[config.mk]
export PLATFORM = sky130hd
export DESIGN_NAME = json_string_escaper
export DESIGN_NICKNAME = d
export VERILOG_FILES = /design/src/hw/rtl/jse_pkg.sv /design/src/hw/rtl/jse_front.sv /design/src/hw/rtl/jse_queue.sv /design/src/hw/rtl/jse_back.sv /design/src/hw/rtl/json_string_escaper.sv
export SDC_FILE = /design/constraint.sdc
export NUM_CORES = 1
export LEC_CHECK = 0
export ABC_AREA = 1
export CORE_MARGIN = 3
export CORE_UTILIZATION = 40
export CTS_BUF_LIST = sky130_fd_sc_hd__clkbuf_16
export CTS_CLUSTER_DIAMETER = 80
export DETAILED_ROUTE_END_ITERATION = 10
export DONT_BUFFER_PORTS = 1
export MAX_ROUTING_LAYER = met4
export PLACE_DENSITY = 0.58
export SLEW_MARGIN = 20
export SYNTH_ARGS = -nofsm -noshare
export SYNTH_HDL_FRONTEND = slang
export SYNTH_SLANG_ARGS = --single-unit
[constraint.sdc]
create_clock -name clk -period 6.9 [get_ports clk]
set_clock_uncertainty 0.15 [all_clocks]
set_input_delay 1.38 -clock clk [delete_from_list [all_inputs] [get_ports clk]]
set_output_delay 1.38 -clock clk [all_outputs]
set_load 0.01 [all_outputs]
[src/hw/rtl/jse_pkg.sv]
// ----------------------------------------------------------------------------
// jse_pkg
// Shared types, slot layout and character helpers for the JSON string escaper.
// ----------------------------------------------------------------------------
`default_nettype none

package jse_pkg;

  localparam int SLOTS = 16;

  typedef logic [6:0]       char_t;
  typedef logic [SLOTS-1:0] slot_mask_t;
  typedef logic [3:0]       slot_t;

  // one queued item: which output slots are live plus the data they need
  typedef struct packed {
    slot_mask_t  mask;
    char_t       pre0;
    char_t       pre1;
    logic [15:0] unit0;
    logic [15:0] unit1;
  } jse_job_t;

  // slot layout of one item's output run
  localparam slot_t SLOT_OPEN  = 4'd0;
  localparam slot_t SLOT_PRE0  = 4'd1;
  localparam slot_t SLOT_PRE1  = 4'd2;
  localparam slot_t SLOT_U0    = 4'd3;
  localparam slot_t SLOT_U1    = 4'd9;
  localparam slot_t SLOT_CLOSE = 4'd15;
  localparam int    UNIT_LEN   = 6;

  // position inside one \uXXXX group
  localparam slot_t REL_ESC = 4'd0;
  localparam slot_t REL_U   = 4'd1;
  localparam slot_t REL_D3  = 4'd2;
  localparam slot_t REL_D2  = 4'd3;
  localparam slot_t REL_D1  = 4'd4;

  localparam char_t CH_QUOTE  = 7'h22;
  localparam char_t CH_BSLASH = 7'h5C;
  localparam char_t CH_QMARK  = 7'h3F;
  localparam char_t CH_U      = 7'h75;

  function automatic char_t hex_char(input logic [3:0] d);
    char_t c;
    if (d < 4'd10) begin
      c = char_t'(7'h30 + {3'd0, d});
    end else begin
      c = char_t'(7'h37 + {3'd0, d});
    end
    return c;
  endfunction

  function automatic char_t slot_char(input jse_job_t job, input slot_t slot);
    char_t       c;
    slot_t       rel;
    logic [15:0] unit;
    c    = CH_QUOTE;
    rel  = (slot >= SLOT_U1) ? slot_t'(slot - SLOT_U1) : slot_t'(slot - SLOT_U0);
    unit = (slot >= SLOT_U1) ? job.unit1 : job.unit0;
    case (slot)
      SLOT_OPEN, SLOT_CLOSE: c = CH_QUOTE;
      SLOT_PRE0:             c = job.pre0;
      SLOT_PRE1:             c = job.pre1;
      default: begin
        case (rel)
          REL_ESC: c = CH_BSLASH;
          REL_U:   c = CH_U;
          REL_D3:  c = hex_char(unit[15:12]);
          REL_D2:  c = hex_char(unit[11:8]);
          REL_D1:  c = hex_char(unit[7:4]);
          default: c = hex_char(unit[3:0]);
        endcase
      end
    endcase
    return c;
  endfunction

endpackage

`default_nettype wire

[src/hw/rtl/jse_front.sv]
// ----------------------------------------------------------------------------
// jse_front
// Classifies each string byte, tracks the UTF-8 sequence state and builds
// the slot descriptor of the characters the byte produces.
// ----------------------------------------------------------------------------
`default_nettype none

module jse_front import jse_pkg::*; (
  input  wire logic     clk,
  input  wire logic     rst_n,
  input  wire logic     take,
  input  wire logic [7:0] in_byte,
  input  wire logic     in_eos,
  output logic          job_push,
  output jse_job_t      job
);

  localparam logic [7:0] B_QUOTE  = 8'h22;
  localparam logic [7:0] B_BSLASH = 8'h5C;
  localparam logic [7:0] B_SLASH  = 8'h2F;
  localparam logic [7:0] B_BS     = 8'h08;
  localparam logic [7:0] B_TAB    = 8'h09;
  localparam logic [7:0] B_LF     = 8'h0A;
  localparam logic [7:0] B_FF     = 8'h0C;
  localparam logic [7:0] B_CR     = 8'h0D;

  logic        at_start_r, at_start_nxt;
  logic        term_r, term_nxt;
  logic [2:0]  rem_r, rem_nxt;
  logic [30:0] cp_r, cp_nxt;

  logic [2:0]  rem_after;
  logic [30:0] cp_after;
  logic        term_after;
  logic        code_go;
  logic        close;
  logic [1:0]  nb;
  char_t       c0, c1;
  logic        code_one, code_pair, code_q;
  logic [4:0]  plane;
  logic [1:0]  npre;
  jse_job_t    job_c;

  always_comb begin
    rem_after  = rem_r;
    cp_after   = cp_r;
    term_after = term_r;
    code_go    = 1'b0;
    close      = 1'b0;
    nb         = 2'd0;
    c0         = CH_QMARK;
    c1         = CH_QMARK;
    if (in_byte == 8'h00) begin
      code_go    = (rem_r != 3'd0);
      close      = 1'b1;
      term_after = 1'b1;
      rem_after  = 3'd0;
    end else if (rem_r != 3'd0) begin
      if (in_byte[7:6] == 2'b10) begin
        cp_after = {cp_r[24:0], in_byte[5:0]};
      end else begin
        nb = 2'd1;
        c0 = CH_QMARK;
      end
      rem_after = 3'(rem_r - 3'd1);
      code_go   = (rem_after == 3'd0);
    end else if (in_byte == B_QUOTE || in_byte == B_BSLASH || in_byte == B_SLASH) begin
      nb = 2'd2;
      c0 = CH_BSLASH;
      c1 = in_byte[6:0];
    end else if (!in_byte[7] && in_byte[6:5] != 2'b00) begin
      nb = 2'd1;
      c0 = in_byte[6:0];
    end else if (in_byte == B_BS) begin
      nb = 2'd2; c0 = CH_BSLASH; c1 = 7'h62;
    end else if (in_byte == B_TAB) begin
      nb = 2'd2; c0 = CH_BSLASH; c1 = 7'h74;
    end else if (in_byte == B_LF) begin
      nb = 2'd2; c0 = CH_BSLASH; c1 = 7'h6E;
    end else if (in_byte == B_FF) begin
      nb = 2'd2; c0 = CH_BSLASH; c1 = 7'h66;
    end else if (in_byte == B_CR) begin
      nb = 2'd2; c0 = CH_BSLASH; c1 = 7'h72;
    end else if (in_byte[7:5] == 3'b110) begin
      cp_after = {26'd0, in_byte[4:0]}; rem_after = 3'd1;
    end else if (in_byte[7:4] == 4'b1110) begin
      cp_after = {27'd0, in_byte[3:0]}; rem_after = 3'd2;
    end else if (in_byte[7:3] == 5'b11110) begin
      cp_after = {28'd0, in_byte[2:0]}; rem_after = 3'd3;
    end else if (in_byte[7:2] == 6'b111110) begin
      cp_after = {29'd0, in_byte[1:0]}; rem_after = 3'd4;
    end else if (in_byte[7:1] == 7'b1111110) begin
      cp_after = {30'd0, in_byte[0]}; rem_after = 3'd5;
    end else begin
      nb = 2'd1;
      c0 = CH_QMARK;
    end
    // end of string closes any open sequence with the bits so far
    if (in_eos && in_byte != 8'h00) begin
      if (rem_after != 3'd0) begin
        code_go = 1'b1;
      end
      close = 1'b1;
    end
  end

  // code point to utf-16 units
  always_comb begin
    code_one  = code_go && (cp_after[30:16] == 15'd0);
    code_pair = code_go && !code_one && (cp_after <= 31'h10FFFF);
    code_q    = code_go && !code_one && !code_pair;
    plane     = 5'(cp_after[20:16] - 5'd1);
  end

  always_comb begin
    job_c       = '0;
    job_c.unit0 = code_one ? cp_after[15:0] : {6'b110110, plane[3:0], cp_after[15:10]};
    job_c.unit1 = {6'b110111, cp_after[9:0]};
    job_c.pre0  = c0;
    job_c.pre1  = c1;
    npre        = nb;
    if (code_q) begin
      if (nb == 2'd0) begin
        job_c.pre0 = CH_QMARK;
      end else begin
        job_c.pre1 = CH_QMARK;
      end
      npre = 2'(nb + 2'd1);
    end
    job_c.mask[SLOT_OPEN]  = at_start_r;
    job_c.mask[SLOT_PRE0]  = (npre != 2'd0);
    job_c.mask[SLOT_PRE1]  = (npre == 2'd2);
    for (int i = 0; i < UNIT_LEN; i++) begin
      job_c.mask[int'(SLOT_U0) + i] = code_one || code_pair;
      job_c.mask[int'(SLOT_U1) + i] = code_pair;
    end
    job_c.mask[SLOT_CLOSE] = close;
    if (term_r) begin
      job_c.mask = '0;
    end
  end

  assign job      = job_c;
  assign job_push = take && (job_c.mask != '0);

  always_comb begin
    at_start_nxt = at_start_r;
    term_nxt     = term_r;
    rem_nxt      = rem_r;
    cp_nxt       = cp_r;
    if (take) begin
      if (in_eos) begin
        at_start_nxt = 1'b1;
        term_nxt     = 1'b0;
        rem_nxt      = 3'd0;
        cp_nxt       = '0;
      end else if (!term_r) begin
        at_start_nxt = 1'b0;
        term_nxt     = term_after;
        rem_nxt      = code_go ? 3'd0 : rem_after;
        cp_nxt       = code_go ? 31'd0 : cp_after;
      end
    end
  end

  always_ff @(posedge clk) begin
    if (!rst_n) begin
      at_start_r <= 1'b1;
      term_r     <= 1'b0;
      rem_r      <= 3'd0;
      cp_r       <= '0;
    end else begin
      at_start_r <= at_start_nxt;
      term_r     <= term_nxt;
      rem_r      <= rem_nxt;
      cp_r       <= cp_nxt;
    end
  end

endmodule

`default_nettype wire

[src/hw/rtl/jse_queue.sv]
// ----------------------------------------------------------------------------
// jse_queue
// Small register queue of item descriptors between the front and the back.
// ----------------------------------------------------------------------------
`default_nettype none

module jse_queue import jse_pkg::*; #(
  parameter int DEPTH = 4
) (
  input  wire logic     clk,
  input  wire logic     rst_n,
  input  wire logic     push,
  input  wire jse_job_t wdata,
  output logic          full,
  input  wire logic     pop,
  output jse_job_t      rdata,
  output logic          empty
);

  localparam int PW = $clog2(DEPTH);
  localparam int CW = $clog2(DEPTH + 1);
  localparam logic [PW-1:0] LAST = PW'(DEPTH - 1);

  jse_job_t      slots_r [DEPTH];
  logic [PW-1:0] wr_r, wr_nxt, rd_r, rd_nxt;
  logic [CW-1:0] cnt_r, cnt_nxt;

  assign full  = (cnt_r == CW'(DEPTH));
  assign empty = (cnt_r == '0);
  assign rdata = slots_r[rd_r];

  always_comb begin
    wr_nxt  = wr_r;
    rd_nxt  = rd_r;
    cnt_nxt = cnt_r;
    if (push) begin
      wr_nxt = (wr_r == LAST) ? '0 : PW'(wr_r + 1'b1);
    end
    if (pop) begin
      rd_nxt = (rd_r == LAST) ? '0 : PW'(rd_r + 1'b1);
    end
    if (push && !pop) begin
      cnt_nxt = CW'(cnt_r + 1'b1);
    end else if (pop && !push) begin
      cnt_nxt = CW'(cnt_r - 1'b1);
    end
  end

  always_ff @(posedge clk) begin
    if (push) begin
      slots_r[wr_r] <= wdata;
    end
  end

  always_ff @(posedge clk) begin
    if (!rst_n) begin
      wr_r  <= '0;
      rd_r  <= '0;
      cnt_r <= '0;
    end else begin
      wr_r  <= wr_nxt;
      rd_r  <= rd_nxt;
      cnt_r <= cnt_nxt;
    end
  end

endmodule

`default_nettype wire

[src/hw/rtl/jse_back.sv]
// ----------------------------------------------------------------------------
// jse_back
// Walks the live slots of one descriptor at a time and emits one character
// per cycle into the output register while that register is empty or being popped.
// ----------------------------------------------------------------------------
`default_nettype none

module jse_back import jse_pkg::*; (
  input  wire logic     clk,
  input  wire logic     rst_n,
  input  wire logic     q_empty,
  input  wire jse_job_t q_data,
  output logic          q_pop,
  input  wire logic     out_pop,
  output logic          out_empty,
  output char_t         out_char,
  output logic          out_last
);

  jse_job_t   job_r, job_nxt;
  slot_mask_t mask_r, mask_nxt;
  logic       out_valid_r, out_valid_nxt;
  char_t      out_char_r;
  logic       out_last_r;

  slot_mask_t lowest, rem_mask;
  slot_t      slot;
  logic       adv, emit, last;

  always_comb begin
    lowest = mask_r & slot_mask_t'(~mask_r + 1'b1);
    slot   = '0;
    for (int i = SLOTS - 1; i >= 0; i--) begin
      if (lowest[i]) begin
        slot = slot_t'(i);
      end
    end
    rem_mask = mask_r & ~lowest;
    last     = (rem_mask == '0);
    adv      = !out_valid_r || out_pop;
    emit     = adv && (mask_r != '0);
    // refill when idle, or when the last slot of this item leaves now
    q_pop    = !q_empty && ((mask_r == '0) || (emit && last));
  end

  always_comb begin
    job_nxt       = job_r;
    mask_nxt      = mask_r;
    out_valid_nxt = out_valid_r;
    if (adv) begin
      out_valid_nxt = emit;
    end
    if (emit) begin
      mask_nxt = rem_mask;
    end
    if (q_pop) begin
      job_nxt  = q_data;
      mask_nxt = q_data.mask;
    end
  end

  always_ff @(posedge clk) begin
    job_r <= job_nxt;
    if (emit) begin
      out_char_r <= slot_char(job_r, slot);
      out_last_r <= last;
    end
  end

  always_ff @(posedge clk) begin
    if (!rst_n) begin
      mask_r      <= '0;
      out_valid_r <= 1'b0;
    end else begin
      mask_r      <= mask_nxt;
      out_valid_r <= out_valid_nxt;
    end
  end

  assign out_empty = !out_valid_r;
  assign out_char  = out_char_r;
  assign out_last  = out_last_r;

  a_load_live: assert property (@(posedge clk) disable iff (!rst_n)
    q_pop |-> (q_data.mask != '0))
    else $error("queued descriptor with no live slot");

  a_idle_refill: assert property (@(posedge clk) disable iff (!rst_n)
    (mask_r == '0) && !q_empty |-> q_pop)
    else $error("back idle while descriptors wait");

  a_emit_shows: assert property (@(posedge clk) disable iff (!rst_n)
    emit |=> out_valid_r)
    else $error("emitted character not presented");

  a_mid_run_continues: assert property (@(posedge clk) disable iff (!rst_n)
    emit && !last |=> (mask_r != '0))
    else $error("item run dropped before its last character");

endmodule

`default_nettype wire

[src/hw/rtl/json_string_escaper.sv]
// an item goes through the queue, the back-end descriptor register and the output register
// throughput: one output character per cycle while the receiver pops, set by the
//   single character register of the back end; an item produces 0 to 14 characters
// input takes one byte per cycle while the descriptor queue (QUEUE_DEPTH entries) has room
// reset: synchronous, active low; clears sequence state, queue and output register,
//   and leaves the opening quote pending
// ----------------------------------------------------------------------------
// json_string_escaper
// Turns string bytes into quoted, escaped JSON text with utf-16 \u escapes.
// ----------------------------------------------------------------------------
`default_nettype none

module json_string_escaper import jse_pkg::*; #(
  parameter int QUEUE_DEPTH = 4
) (
  input  wire logic       clk,
  input  wire logic       rst_n,
  input  wire logic       push,
  output logic            full,
  input  wire logic [7:0] in_byte,
  input  wire logic       in_end_of_string,
  output logic            empty,
  input  wire logic       pop,
  output logic [6:0]      out_char,
  output logic            out_last_of_run
);

  logic     take;
  logic     job_push;
  jse_job_t job_w;
  jse_job_t q_data;
  logic     q_empty;
  logic     q_pop;

  assign take = push && !full;

  jse_front u_front (
    .clk      (clk),
    .rst_n    (rst_n),
    .take     (take),
    .in_byte  (in_byte),
    .in_eos   (in_end_of_string),
    .job_push (job_push),
    .job      (job_w)
  );

  jse_queue #(
    .DEPTH (QUEUE_DEPTH)
  ) u_queue (
    .clk   (clk),
    .rst_n (rst_n),
    .push  (job_push),
    .wdata (job_w),
    .full  (full),
    .pop   (q_pop),
    .rdata (q_data),
    .empty (q_empty)
  );

  jse_back u_back (
    .clk       (clk),
    .rst_n     (rst_n),
    .q_empty   (q_empty),
    .q_data    (q_data),
    .q_pop     (q_pop),
    .out_pop   (pop),
    .out_empty (empty),
    .out_char  (out_char),
    .out_last  (out_last_of_run)
  );

endmodule

`default_nettype wire

==> out/qor.yml <==
seq_area_frac_synth: 0.568
cts.clk_slew.worst_paths_ns: 0.06
finalPower_mw: 6.86
status: "finished, final reports clean"
maxCapViolCount: 0
pwr-share-seq: 0.368
routed_wl_microns: 34500
post-cts-setup-buffer-count: 0
rsz0062_at_grt: "false"
clkLatencyLatePin_ns: 0.56
pwr-share-comb: 0.416
placedCellCount: 1977
routabilityCongestion: 0.888
drt-vias-per-instance: 5.24
grt_max_degree: 56
htreeDepth: 1
dr.pass1.iters: 5
min_period_over_period: 0.734
p_per_area_mw_per_mm2: 436
fin_hold_ws_ns: 0.318
drt_iter0_markers: 761
crit_type: "in -> reg"
cts_resized: 0
min_period_ns: 5.06
yosys_warnings: 0
start_kind: "input pin"
dieArea_sq_mm: 0.0384
wl_per_cell_microns: 17.0
yosys_most_used_dff: "edfxtp_1"
finalSetupTns_ns: 0
route.detailed.drc: 0
syn2layout_area_growth_pct: 9.03
rrSetupSlack_ns: 2.12
avgSynthCellArea_sq_um: 9.17
synth-edff-count: 232
antenna_cells: 0
tightest_slew_ns: 1.12
worst-r2r-cell-count: 26
cp.required_ns: 7.20
final_antenna_net_count: 0
coreArea_sq_mm: 0.0351
maxSlewViolCount: 0
end_kind: "flop"
final_cells: 2034
drive_above_1_share: 0.0880
port_buffers: 0
grt_overflow: 0
min_to: "u_front.cp_r[27]"
leakage_nw: 5.94
r2r-start: "u_front.rem_r[0]"
hp-class: "reg -> reg"
clockPowerShare: 0.216
timing.fmax_mhz: 197
cts_tree: "built"
grt_pass1_vias: 9882
p_int_mw: 4.07
r2r-end: "u_queue.cnt_r[2]"
grt.total_usage: 0.183
hold_start: "u_front.cp_r[27]"
fp.dieH_microns: 196
ys_types: 58
yosys_register_bits: 294
swShare: 0.407
crit_fanout: 33
hold_violations: 0
cts_inserted_buffers: 31
synth.net_count: 1609
synthCells: 1575
grt_pass1_wl_microns: 54700
cts_root_buffer: "clkbuf_16"
cts.path.max_buffers: 3
p_switching_mw: 2.79
cts_hold_buf: 0
relSlewSlack: 0.249
num_io_pins: 23
arrival_ns: 5.36
cts_sinks: 294
max-vdd-ir-drop_uv: 304
layout.nets: 1589
vias: 10700
holdPathStages: 2
setup_viol: 0
rows: 68
die_w_microns: 196
synthArstFlopShare: 0
initial_core_util: 0.412
detailedPlacementHpwl_microns: 22700
antenna_found_initial: 0
syn_area_sq_mm: 0.0144
-- synthesized netlist by cell type (6+ instances only) --
master,n,area [sq um]
nand2_2,12,75.1
ha_1,20,250
a21oi_2,8,70.1
nor2_4,7,78.8
a211oi_1,6,45.0
buf_4,7,52.6
o211ai_1,30,225
clkbuf_1,38,143
inv_1,147,552
o21ai_1,12,60.1
edfxtp_1,232,6970
nand3_2,9,90.1
nand2_1,316,1190
o21ai_0,128,641
nor3_1,18,90.1
buf_2,18,90.1
inv_2,16,60.1
nand3_1,50,250
dfxtp_1,62,1240
a21oi_1,76,380
nand4_1,35,219
o22ai_1,45,282
xor2_1,6,52.6
nor2_1,214,803
-- registers in the layout, summed over array words and instances, names as in the netlist, named ones only --
register / flops
u_back.job_r: 40
u_back.mask_r: 16
u_back.out_char: 7
u_back.out_last: 1
u_back.out_valid_r: 1
u_front.at_start_r: 1
u_front.cp_r: 31
u_front.rem_r: 3
u_front.term_r: 1
u_queue.cnt_r: 3
u_queue.rd_r: 2
u_queue.slots_r: 184
u_queue.wr_r: 2
-- critical path: stages --
cell and delay (ns):
inv_2 0.04, nor2_4 0.56, inv_2 0.39, o211ai_1 0.31, nand2_1 0.10, inv_1 0.10
ha_1 0.15, inv_1 0.04, nor2_1 0.09, nand2_1 0.08, nor2_1 0.09, nand2_1 0.05
nor2_1 0.10, nand3_2 0.13, nand2_1 0.10, nand2_1 0.07, inv_2 0.11, nor2_4 0.04
nand3_4 0.10, nand2_2 0.15, inv_1 0.11, ha_1 0.14, inv_1 0.06, fa_1 0.38
a21oi_1 0.14, o21ai_0 0.10, o21ai_0 0.15, a21oi_1 0.05
-- cell families (layout without fill, tap and decap cells) --
| family | Yosys count | after routing | synth area share |
|---|---|---|---|
| adders and majority gates | 21 | 21 | 0.0187 |
| DFF | 294 | 294 | 0.568 |
| muxes | 1 | 1 | 0.000693 |
| buffers and inverters | 234 | 238 | 0.0652 |
| AOI/OAI and AO/OA | 328 | 328 | 0.132 |
| xor gates and xnor gates | 8 | 8 | 0.00485 |
| and+or+nand+nor | 689 | 689 | 0.210 |
-- power groups by stage --
| stage | registers, mW | logic [mW] | clock network (mW) |
|---|---|---|---|
| 6_report | 2.52 | 2.85 | 1.48 |
| 5_1_grt | 2.55 | 3.27 | 1.60 |
| 4_1_cts | 2.53 | 2.89 | 1.52 |
| 3_5_place_dp | 2.56 | 2.88 | 0 |
| 3_3_place_gp | 2.56 | 2.85 | 0 |
| 2_1_floorplan | 2.53 | 2.22 | 0 |
-- cells in the final DEF, fill, tap and decap left out, types with 17 or more instances in the layout --
master     netlist  layout
clkbuf_16        0      31
nor3_1          18      18
dfxtp_1         62      61
o22ai_1         45      45
inv_1          147     155
nand2_1        316     315
o21ai_0        128     128
a21oi_1         76      76
nand4_1         35      35
inv_2           16      17
o211ai_1        30      30
nand3_1         50      50
edfxtp_1       232     232
ha_1            20      20
nor2_1         214     210
-- worst max-delay path by stage --
stage	startpoint	endpoint	slack, ns	cells past startpoint
6_report	in_byte[7]	u_queue.cnt_r[2]	1.84	28
5_1_grt	in_byte[7]	u_queue.cnt_r[2]	1.28	28
4_1_cts	in_byte[7]	u_queue.cnt_r[2]	1.84	28
3_5_place_dp	in_byte[7]	u_queue.cnt_r[2]	1.24	28
3_3_place_gp	in_byte[7]	u_queue.cnt_r[2]	1.31	28
2_1_floorplan	in_byte[6]	u_queue.slots_r[0][0]	0.94	23
-- area by class of cell --
| cell class | count | area, sq um |
|---|---|---|
| clock buffer | 31 | 776 |
| clock inverter | 26 | 136 |
| fill | 3420 | 19300 |
| inverter | 167 | 627 |
| multi-input combinational | 1047 | 5330 |
| sequential | 294 | 8210 |
| tap | 455 | 569 |
| timing repair buffer | 14 | 105 |
-- routing by layer --
metal / global-route usage / wire length (microns) / up-vias
li1: - / - / 5353
met1: 0.248 / 16000 / 4987
met2: 0.285 / 15400 / 261
met3: 0.0313 / 1950 / 64
met4: 0.0525 / 1080 / 0
met5: - / 0 / -
-- metrics by stage --
| step | area [sq um] | utilization | setup slack (ns) |
|---|---|---|---|
| final | 15800 | 0.449 | 1.84 |
| after CTS | 15800 | 0.449 | 1.84 |
| after floorplan | 14400 | - | 0.939 |
| after detailed placement | 14800 | 0.423 | 1.24 |
| after global routing | 15800 | 0.449 | 1.28 |
| after global placement | 14800 | 0.423 | 1.31 |
Power figures use the tool's default switching activity.
